===== config.mk =====
export PLATFORM = sky130hd
export DESIGN_NAME = unicode_transcoder_flat
export DESIGN_NICKNAME = d
export VERILOG_FILES = /design/src/hdl/utc_pkg.sv /design/src/hdl/utc_in_if.sv /design/src/hdl/utc_out_if.sv /design/src/hdl/utc_cfg_if.sv /design/src/hdl/utc_front.sv /design/src/hdl/utc_queue.sv /design/src/hdl/utc_back.sv /design/src/hdl/unicode_transcoder.sv /design/src/flat_wrapper.sv
export SDC_FILE = /design/constraint.sdc
export NUM_CORES = 1
export LEC_CHECK = 0
export BUFFER_PORTS_ARGS = -buffer_cell sky130_fd_sc_hd__buf_2
export CAP_MARGIN = 20
export CORE_ASPECT_RATIO = 0.5
export CORE_MARGIN = 3
export CORE_UTILIZATION = 61
export CTS_CLUSTER_DIAMETER = 200
export DETAILED_ROUTE_END_ITERATION = 10
export PLACE_DENSITY = 0.87
export SETUP_SLACK_MARGIN = 0.02
export SYNTH_ARGS = -nofsm -noshare
export SYNTH_HDL_FRONTEND = slang
export SYNTH_SLANG_ARGS = --single-unit

===== constraint.sdc =====
create_clock -name clk -period 7.6 [get_ports clk]
set_input_delay 0.76 -clock clk [delete_from_list [all_inputs] [get_ports clk]]
set_output_delay 0.76 -clock clk [all_outputs]
set_load 0.05 [all_outputs]

===== src/hdl/utc_pkg.sv =====
`default_nettype none
// ----------------------------------------------------------------------------
// utc_pkg
// Shared types and constants of the unicode transcoder.
// ----------------------------------------------------------------------------
package utc_pkg;

  localparam int PointW     = 21;
  localparam int CfgIdxW    = 2;
  localparam int QueueDepth = 4;

  localparam logic [CfgIdxW-1:0] CfgEncoding  = 2'd0;
  localparam logic [CfgIdxW-1:0] CfgDirection = 2'd1;

  localparam logic [PointW-1:0] MaxPoint   = 21'h10FFFF;
  localparam logic [PointW-1:0] PlaneBase  = 21'h010000;
  localparam logic [PointW-1:0] MaxAscii   = 21'h00007F;
  localparam logic [PointW-1:0] MaxTwoByte = 21'h0007FF;
  localparam logic [PointW-1:0] MaxBmp     = 21'h00FFFF;

  localparam logic [15:0] HighSurrogate = 16'hD800;
  localparam logic [15:0] LowSurrogate  = 16'hDC00;
  localparam logic [15:0] SurrogateMask = 16'hFC00;

  localparam logic [7:0] Lead2     = 8'hC0;
  localparam logic [7:0] Lead3     = 8'hE0;
  localparam logic [7:0] Lead4     = 8'hF0;
  localparam logic [7:0] ContByte  = 8'h80;

  // one queued job: a single result, or a run of encoded units
  typedef struct packed {
    logic [PointW-1:0] value;
    logic              error;
    logic [1:0]        span;   // units after the first
    logic              wide;   // utf-16 units
  } job_t;

endpackage

`default_nettype wire


===== src/hdl/utc_in_if.sv =====
`default_nettype none
// ----------------------------------------------------------------------------
// utc_in_if
// Input channel: one code unit or code point per beat.
// ----------------------------------------------------------------------------
interface utc_in_if;
  logic                      valid;
  logic                      ready;
  logic [utc_pkg::PointW-1:0] unit_value;

  modport source (output valid, output unit_value, input ready);
  modport sink (input valid, input unit_value, output ready);
endinterface

`default_nettype wire


===== src/hdl/utc_out_if.sv =====
`default_nettype none
// ----------------------------------------------------------------------------
// utc_out_if
// Result channel: one code point or code unit per beat.
// ----------------------------------------------------------------------------
interface utc_out_if;
  logic                      valid;
  logic                      ready;
  logic [utc_pkg::PointW-1:0] out_value;
  logic                      last;
  logic                      error;

  modport source (output valid, output out_value, output last, output error, input ready);
  modport sink (input valid, input out_value, input last, input error, output ready);
endinterface

`default_nettype wire


===== src/hdl/utc_cfg_if.sv =====
`default_nettype none
// ----------------------------------------------------------------------------
// utc_cfg_if
// Configuration write channel: register index and data per beat.
// ----------------------------------------------------------------------------
interface utc_cfg_if;
  logic                        valid;
  logic                        ready;
  logic [utc_pkg::CfgIdxW-1:0] index;
  logic                        data;

  modport source (output valid, output index, output data, input ready);
  modport sink (input valid, input index, input data, output ready);
endinterface

`default_nettype wire


===== src/hdl/utc_front.sv =====
`default_nettype none
// ----------------------------------------------------------------------------
// utc_front
// Accepts code units or code points, runs the decode state and classifies
// each beat that ends a code point into a job for the back end.
// ----------------------------------------------------------------------------
module utc_front (
  input  wire logic         clk,
  input  wire logic         rst,
  utc_in_if.sink            feed,
  utc_cfg_if.sink           cfg,
  input  wire logic         full,
  output logic              push,
  output utc_pkg::job_t     job
);

  logic                       encoding;
  logic                       direction;
  logic [1:0]                 pending;
  logic [utc_pkg::PointW-1:0] partial;
  logic [1:0]                 pending_next;
  logic [utc_pkg::PointW-1:0] partial_next;
  logic [utc_pkg::PointW-1:0] cand;
  logic [utc_pkg::PointW-1:0] cp;
  logic [7:0]                 b;
  logic [15:0]                w;
  logic                       emit;
  logic                       take;
  logic                       cfg_write;

  assign cfg.ready  = 1'b1;
  assign feed.ready = !full;
  assign take       = feed.valid && feed.ready;
  assign cfg_write  = cfg.valid && cfg.ready &&
                      (cfg.index == utc_pkg::CfgEncoding || cfg.index == utc_pkg::CfgDirection);
  assign push       = take && emit;

  always_comb begin
    cp           = feed.unit_value;
    b            = feed.unit_value[7:0];
    w            = feed.unit_value[15:0];
    pending_next = pending;
    partial_next = partial;
    cand         = '0;
    emit         = 1'b0;
    job          = '0;
    if (!direction) begin
      if (!encoding) begin
        if (pending == 2'd0) begin
          priority if (!b[7]) begin
            emit      = 1'b1;
            job.value = {13'd0, b};
          end else if (b[7:5] == utc_pkg::Lead2[7:5]) begin
            partial_next = {10'd0, b[4:0], 6'd0};
            pending_next = 2'd1;
          end else if (b[7:4] == utc_pkg::Lead3[7:4]) begin
            partial_next = {5'd0, b[3:0], 12'd0};
            pending_next = 2'd2;
          end else if (b[7:3] == {utc_pkg::Lead4[7:4], 1'b0}) begin
            partial_next = {b[2:0], 18'd0};
            pending_next = 2'd3;
          end else begin
            emit      = 1'b1;
            job.error = 1'b1;
          end
        end else begin
          pending_next = pending - 2'd1;
          unique case (pending)
            2'd2:    cand = partial | {9'd0, b[5:0], 6'd0};
            2'd3:    cand = partial | {3'd0, b[5:0], 12'd0};
            default: cand = partial | {15'd0, b[5:0]};
          endcase
          partial_next = cand;
          if (pending == 2'd1) begin
            emit = 1'b1;
            if (cand > utc_pkg::MaxPoint) begin
              job.error = 1'b1;
            end else begin
              job.value = cand;
            end
          end
        end
      end else begin
        if (pending == 2'd0) begin
          if ((w & utc_pkg::SurrogateMask) == utc_pkg::HighSurrogate) begin
            partial_next = {1'b0, w[9:0], 10'd0};
            pending_next = 2'd1;
          end else begin
            emit      = 1'b1;
            job.value = {5'd0, w};
          end
        end else begin
          pending_next = 2'd0;
          cand         = {1'b0, partial[19:10], w[9:0]} + utc_pkg::PlaneBase;
          partial_next = cand;
          emit         = 1'b1;
          if (cand > utc_pkg::MaxPoint) begin
            job.error = 1'b1;
          end else begin
            job.value = cand;
          end
        end
      end
    end else begin
      emit     = 1'b1;
      job.wide = encoding;
      if (cp > utc_pkg::MaxPoint) begin
        job.error = 1'b1;
      end else if (!encoding) begin
        job.value = cp;
        priority if (cp <= utc_pkg::MaxAscii) begin
          job.span = 2'd0;
        end else if (cp <= utc_pkg::MaxTwoByte) begin
          job.span = 2'd1;
        end else if (cp <= utc_pkg::MaxBmp) begin
          job.span = 2'd2;
        end else begin
          job.span = 2'd3;
        end
      end else begin
        if (cp <= utc_pkg::MaxBmp) begin
          job.value = cp;
        end else begin
          job.value = cp - utc_pkg::PlaneBase;
          job.span  = 2'd1;
        end
      end
    end
  end

  always_ff @(posedge clk) begin
    if (rst) begin
      encoding  <= 1'b0;
      direction <= 1'b0;
      pending   <= 2'd0;
      partial   <= '0;
    end else if (cfg_write) begin
      if (cfg.index == utc_pkg::CfgEncoding) begin
        encoding <= cfg.data;
      end else begin
        direction <= cfg.data;
      end
      pending <= 2'd0;
      partial <= '0;
    end else if (take) begin
      pending <= pending_next;
      partial <= partial_next;
    end
  end

endmodule

`default_nettype wire


===== src/hdl/utc_queue.sv =====
`default_nettype none
// ----------------------------------------------------------------------------
// utc_queue
// Small job queue between the front end and the back end.
// ----------------------------------------------------------------------------
module utc_queue #(
  parameter int Depth = utc_pkg::QueueDepth
) (
  input  wire logic          clk,
  input  wire logic          rst,
  input  wire logic          push,
  input  wire utc_pkg::job_t push_job,
  output logic               full,
  input  wire logic          pop,
  output logic               head_valid,
  output utc_pkg::job_t      head_job
);

  localparam int PtrW = (Depth > 1) ? $clog2(Depth) : 1;
  localparam int CntW = $clog2(Depth + 1);
  localparam logic [PtrW-1:0] LastSlot = PtrW'(Depth - 1);
  localparam logic [CntW-1:0] FullCnt  = CntW'(Depth);

  utc_pkg::job_t   mem [Depth];
  logic [PtrW-1:0] wr_ptr;
  logic [PtrW-1:0] rd_ptr;
  logic [CntW-1:0] count;

  assign full       = (count == FullCnt);
  assign head_valid = (count != '0);
  assign head_job   = mem[rd_ptr];

  always_ff @(posedge clk) begin
    if (push) begin
      mem[wr_ptr] <= push_job;
    end
  end

  always_ff @(posedge clk) begin
    if (rst) begin
      wr_ptr <= '0;
      rd_ptr <= '0;
      count  <= '0;
    end else begin
      if (push) begin
        wr_ptr <= (wr_ptr == LastSlot) ? '0 : wr_ptr + PtrW'(1);
      end
      if (pop) begin
        rd_ptr <= (rd_ptr == LastSlot) ? '0 : rd_ptr + PtrW'(1);
      end
      if (push && !pop) begin
        count <= count + CntW'(1);
      end else if (pop && !push) begin
        count <= count - CntW'(1);
      end
    end
  end

endmodule

`default_nettype wire


===== src/hdl/utc_back.sv =====
`default_nettype none
// ----------------------------------------------------------------------------
// utc_back
// Expands queued jobs into result beats, one unit per cycle while the
// result side does not stall, into the output register.
// ----------------------------------------------------------------------------
module utc_back (
  input  wire logic          clk,
  input  wire logic          rst,
  input  wire logic          head_valid,
  input  wire utc_pkg::job_t head_job,
  output logic               pop,
  utc_out_if.source          result
);

  logic [1:0]                 idx;
  logic [1:0]                 rest;
  logic                       load;
  logic                       out_valid;
  logic [utc_pkg::PointW-1:0] out_value;
  logic                       out_last;
  logic                       out_error;
  logic [utc_pkg::PointW-1:0] unit;
  logic [7:0]                 byte_u;
  logic [15:0]                word_u;

  assign load = head_valid && (!out_valid || result.ready);
  assign pop  = load && (idx == head_job.span);
  assign rest = head_job.span - idx;

  assign result.valid     = out_valid;
  assign result.out_value = out_value;
  assign result.last      = out_last;
  assign result.error     = out_error;

  always_comb begin
    byte_u = '0;
    word_u = '0;
    unit   = head_job.value;
    if (head_job.span != 2'd0) begin
      if (head_job.wide) begin
        if (idx == 2'd0) begin
          word_u = utc_pkg::HighSurrogate | {6'd0, head_job.value[19:10]};
        end else begin
          word_u = utc_pkg::LowSurrogate | {6'd0, head_job.value[9:0]};
        end
        unit = {5'd0, word_u};
      end else begin
        if (idx == 2'd0) begin
          unique case (head_job.span)
            2'd1:    byte_u = utc_pkg::Lead2 | {3'd0, head_job.value[10:6]};
            2'd2:    byte_u = utc_pkg::Lead3 | {4'd0, head_job.value[15:12]};
            default: byte_u = utc_pkg::Lead4 | {5'd0, head_job.value[20:18]};
          endcase
        end else begin
          unique case (rest)
            2'd0:    byte_u = utc_pkg::ContByte | {2'd0, head_job.value[5:0]};
            2'd1:    byte_u = utc_pkg::ContByte | {2'd0, head_job.value[11:6]};
            default: byte_u = utc_pkg::ContByte | {2'd0, head_job.value[17:12]};
          endcase
        end
        unit = {13'd0, byte_u};
      end
    end
  end

  always_ff @(posedge clk) begin
    if (rst) begin
      out_valid <= 1'b0;
      idx       <= 2'd0;
    end else if (load) begin
      out_valid <= 1'b1;
      idx       <= pop ? 2'd0 : idx + 2'd1;
    end else if (result.ready) begin
      out_valid <= 1'b0;
    end
  end

  always_ff @(posedge clk) begin
    if (load) begin
      out_value <= unit;
      out_last  <= (idx == head_job.span);
      out_error <= head_job.error;
    end
  end

endmodule

`default_nettype wire


===== src/hdl/unicode_transcoder.sv =====
`default_nettype none
// ----------------------------------------------------------------------------
// unicode_transcoder
// Streaming UTF-8 / UTF-16 transcoder with selectable direction.
// ----------------------------------------------------------------------------
// The block takes one beat on feed every cycle while the job queue is not
// full. Decoding gives one result beat per finished code point and none
// for units in the middle of a sequence; encoding gives one to four unit
// beats per code point, last set on the final one. The back end emits one
// result beat per cycle while the result side is ready; the front end
// keeps accepting until the job queue (QueueDepth entries) fills. A job
// passes through the queue before its first result is registered in the
// output register. Invalid lead bytes and code points above 0x10FFFF give
// one beat with value 0 and error set. Configuration writes are meant for
// idle periods only; encoding or direction writes clear any partial sequence.
// ----------------------------------------------------------------------------
module unicode_transcoder #(
  parameter int QueueDepth = utc_pkg::QueueDepth
) (
  input  wire logic clk,
  input  wire logic rst,
  utc_in_if.sink    feed,
  utc_cfg_if.sink   cfg,
  utc_out_if.source result
);

  logic          push;
  logic          pop;
  logic          full;
  logic          head_valid;
  utc_pkg::job_t push_job;
  utc_pkg::job_t head_job;

  utc_front u_front (
    .clk  (clk),
    .rst  (rst),
    .feed (feed),
    .cfg  (cfg),
    .full (full),
    .push (push),
    .job  (push_job)
  );

  utc_queue #(
    .Depth (QueueDepth)
  ) u_queue (
    .clk        (clk),
    .rst        (rst),
    .push       (push),
    .push_job   (push_job),
    .full       (full),
    .pop        (pop),
    .head_valid (head_valid),
    .head_job   (head_job)
  );

  utc_back u_back (
    .clk        (clk),
    .rst        (rst),
    .head_valid (head_valid),
    .head_job   (head_job),
    .pop        (pop),
    .result     (result)
  );

endmodule

`default_nettype wire


===== src/flat_wrapper.sv =====
// flat-port wrapper written by rule: the top's interface ports become plain ports
module unicode_transcoder_flat 
#(
  parameter int QueueDepth = utc_pkg::QueueDepth
)
  (clk, rst, feed_valid, feed_unit_value, feed_ready, cfg_valid, cfg_index, cfg_data, cfg_ready, result_valid, result_out_value, result_last, result_error, result_ready);
  utc_in_if feed_i ();
  utc_cfg_if cfg_i ();
  utc_out_if result_i ();
  input  wire logic clk;
  input  wire logic rst;
  input wire logic [$bits(feed_i.valid)-1:0] feed_valid;
  input wire logic [$bits(feed_i.unit_value)-1:0] feed_unit_value;
  output wire logic [$bits(feed_i.ready)-1:0] feed_ready;
  input wire logic [$bits(cfg_i.valid)-1:0] cfg_valid;
  input wire logic [$bits(cfg_i.index)-1:0] cfg_index;
  input wire logic [$bits(cfg_i.data)-1:0] cfg_data;
  output wire logic [$bits(cfg_i.ready)-1:0] cfg_ready;
  output wire logic [$bits(result_i.valid)-1:0] result_valid;
  output wire logic [$bits(result_i.out_value)-1:0] result_out_value;
  output wire logic [$bits(result_i.last)-1:0] result_last;
  output wire logic [$bits(result_i.error)-1:0] result_error;
  input wire logic [$bits(result_i.ready)-1:0] result_ready;
  assign feed_i.valid = feed_valid;
  assign feed_i.unit_value = feed_unit_value;
  assign feed_ready = feed_i.ready;
  assign cfg_i.valid = cfg_valid;
  assign cfg_i.index = cfg_index;
  assign cfg_i.data = cfg_data;
  assign cfg_ready = cfg_i.ready;
  assign result_valid = result_i.valid;
  assign result_out_value = result_i.out_value;
  assign result_last = result_i.last;
  assign result_error = result_i.error;
  assign result_i.ready = result_ready;
  unicode_transcoder #(.QueueDepth(QueueDepth)) u_core (.clk(clk), .rst(rst), .feed(feed_i), .cfg(cfg_i), .result(result_i));
endmodule

==> results.yml <==
final_layout:
  syn_to_final_growth_pct: 10.31
  seq_area_sq_um: 4436
  multiInputGateArea_sq_um: 3711
  fillers: 889
  nets: 808
  fin_cells: 963
  finish.instance_area_sq_um: 9360
  drive_gt1_share_pct: 17.50
  post-route-util_pct: 71.26
  n_antenna_cell: 0
status:
  status: "complete, no violations"
yosys:
  yosysMostFrequentCell: "edfxtp_1"
  syn_area_sq_um: 8486
  synth.distinct_cells: 81
  ys.warnings.count: 0
  synth_fp_nets: 785
  ys_top_cells_by_count: "edfxtp_1, nand2_1, a21oi_1"
  synth_seq_cells: 160
  async_flop_share_pct: 0
  synth_top_area_share_pct: 43.53
  avgSynthCellArea_sq_um: 11.45
  synth.largest_area_cell: "edfxtp_1"
  ys.flop_type: "edfxtp_1"
  synth_edf_count: 123
  synthCells: 741
  synth_area_leaders: "edfxtp_1, dfxtp_1, mux4_2, a21oi_1, nand2_1"
  yosysSeqAreaShare_pct: 52.26
pwr:
  swShare_pct: 39.62
  p_clk_share_pct: 25.1
  peakVddDrop_mv: 0.2024
  intPower_mw: 2.033
  power.leakage_nw: 3.319
  combPwrFrac_pct: 37.8
  cellPowerDensity_nw_per_um2: 359.7
  power_mw: 3.367
  power_switching_mw: 1.334
  seq_power_share_pct: 37.1
drt:
  routed_wl_um: 22420
  ant_nets: 0
  wl_met2_um: 10010
  drc: 0
  routed.top_layer: "met4"
  wl_per_cell_um: 23.28
  initialDrtViolationCount: 1374
  num_vias: 6898
  viasPerCell: 7.163
  route.met3.wl_um: 2859
  firstDrtPassIters: 7
  wl_met1_um: 9052
global_route:
  grt_max_degree: 49
  grt_first_pass_wirelength_um: 35240
  grt.overflow.total: 0
  grt_usage_pct: 29.43
  antenna_found_initial: 0
  grt_pass1_vias: 6177
die:
  die_area_sq_um: 15450
  coreArea_sq_um: 13140
  ios: 55
  rows: 29
  fp.dieW_um: 172.8
  fp.dieH_um: 89.40
  start_util_pct: 64.60
cts:
  cts_hold_buf: 0
  post_cts_resized: 0
  clkTransAtPathRegs_ns: 0.07
  clock_path_buffers: 2
  cts_root_buffer: "clkbuf_16"
  cts-buffers-inserted: 17
  clock_latency_ns: 0.42
  htreeDepth: 4
  cts_tree: "done"
  cts.sinks: 160
  postCtsSetupBuffers: 0
placement:
  port_buffers: 53
  dp.cells: 931
  dp_hpwl_um: 14330
  dp_slack_ns: 3.777
  globalplace.congestion: 0.9505
  place_area_sq_um: 8787
sta:
  drv_slew: 0
  slew_headroom_pct: 34.43
  fmax_mhz: 250.2
  tns_ns: 0
  fin_skew_ns: 0.01208
  timing.final.ws_setup_ns: 3.603
  hold_viol: 0
  finalSetupViolCount: 0
  fin_crit_sh_pct: 52.59
  fin_crit_ns: 3.997
  worst_pin_slew_ns: 0.9835
  holdWs_ns: 0.4785
  rsz0062_at_grt: "no"
critical_path:
  worstSetupPathType: "flip-flop to flip-flop"
  path_depth: 8
  critPathRequiredTime_ns: 7.94
  crit_path_max_fanout: 20
  cp_num_buf_inv: 2
  crit_chain: "clkinv_1 > a21oi_1 > ha_1 > inv_1 > fa_1 > xor2_1 > or3_1 > a21oi_1"
  reg2reg_depth: 8
  slowest_delay_ns: 0.88
  cp_common_cell: "a21oi_1"
  start_kind: "flip-flop"
  cp-end-kind: "flip-flop"
  cp_top_family: "compound AO/OA/AOI/OAI gates"
  critPathSlowestCell: "a21oi_1"
  critical_path_arrival_ns: 4.34
min_path:
  hold_depth: 2
  hold_class: "flip-flop to flip-flop"
job:
  maxCapViolCount: 0
==> state kept, by name (all words and copies together) (netlist names), named ones only <==
register,count
u_core.u_front.partial,21
u_core.u_front.encoding,1
u_core.u_back.result.out_value,21
u_core.u_queue.mem,100
u_core.u_back.result.last,1
u_core.u_back.result.valid,1
u_core.u_front.pending,2
u_core.u_back.result.error,1
u_core.u_queue.rd_ptr,2
u_core.u_front.direction,1
u_core.u_back.idx,2
u_core.u_queue.count,3
u_core.u_queue.wr_ptr,2
==> cell usage in the layout (no fill, tap or decap), drive strengths merged, types with 11 or more instances in the layout <==
| master | synthesis | layout |
|---|---|---|
| mux4 | 27 | 27 |
| nor2 | 34 | 34 |
| nand2 | 64 | 64 |
| a32oi | 12 | 12 |
| ha | 14 | 14 |
| a31oi | 12 | 12 |
| buf | 21 | 61 |
| a211oi | 20 | 20 |
| inv | 20 | 28 |
| and3 | 11 | 11 |
| clkbuf | 36 | 18 |
| a21oi | 53 | 53 |
| and2 | 15 | 15 |
| nand3 | 17 | 17 |
| nor3 | 17 | 17 |
| edfxtp | 123 | 123 |
| o21ai | 44 | 44 |
| dfxtp | 37 | 37 |
==> tightest hold or removal path, delay by kind of cell, from the launching register on <==
family,cells,cell delay [ns]
flip-flops,1,0.33
AND/OR/NAND/NOR,1,0.06
AO/OA/AOI/OAI,1,0.05
==> area by class of cell <==
cell class | count | area share, %
multi-input cells | 503 | 39.65
clock inverters | 14 | 1.537
flip-flops and latches | 160 | 47.39
inverters | 21 | 0.8421
repair buffers | 61 | 3.516
well taps | 186 | 2.486
clock buffers | 18 | 4.585
==> layer usage <==
| layer | vias up | track usage, % |
|---|---|---|
| met3 | 67 | 6.701 |
| met1 | 3290 | 41.36 |
| li1 | 2951 | - |
| met5 | - | 0 |
| met2 | 590 | 47.44 |
| met4 | 0 | 7.568 |
==> worst paths after layout <==
path,startpoint,endpoint,slack (ns)
worst min-delay path,u_core.u_back.result.valid,u_core.u_back.result.valid,0.48
worst min register to register,u_core.u_back.result.valid,u_core.u_back.result.valid,0.48
worst max-delay path,u_core.u_front.direction,u_core.u_queue.count[2],3.60
worst max register to register,u_core.u_front.direction,u_core.u_queue.count[2],3.60
==> logic make-up (layout without fill, tap and decap cells) <==
| family | count (synthesis) | in the layout | synth area share, % |
|---|---|---|---|
| XOR/XNOR | 7 | 7 | 0.9732 |
| other | 1 | 1 | 0.04419 |
| buffers and inverters | 78 | 114 | 4.010 |
| AND/OR/NAND/NOR | 210 | 210 | 13.09 |
| flip-flops | 160 | 160 | 52.26 |
| adder cells (fa/ha/maj) | 15 | 15 | 2.300 |
| multiplexers | 39 | 39 | 8.611 |
| AO/OA/AOI/OAI | 231 | 231 | 18.71 |
==> power groups by stage <==
| stage | logic [mW] | clock network, mW | registers [mW] |
|---|---|---|---|
| floorplan | 0.758 | 0 | 1.45 |
| global placement | 1.20 | 0 | 1.26 |
| detailed placement | 1.23 | 0 | 1.27 |
| CTS | 1.25 | 0.847 | 1.25 |
| global route | 1.35 | 0.884 | 1.27 |
| finish | 1.27 | 0.846 | 1.25 |
No activity file was read; power rests on OpenSTA's default activity.
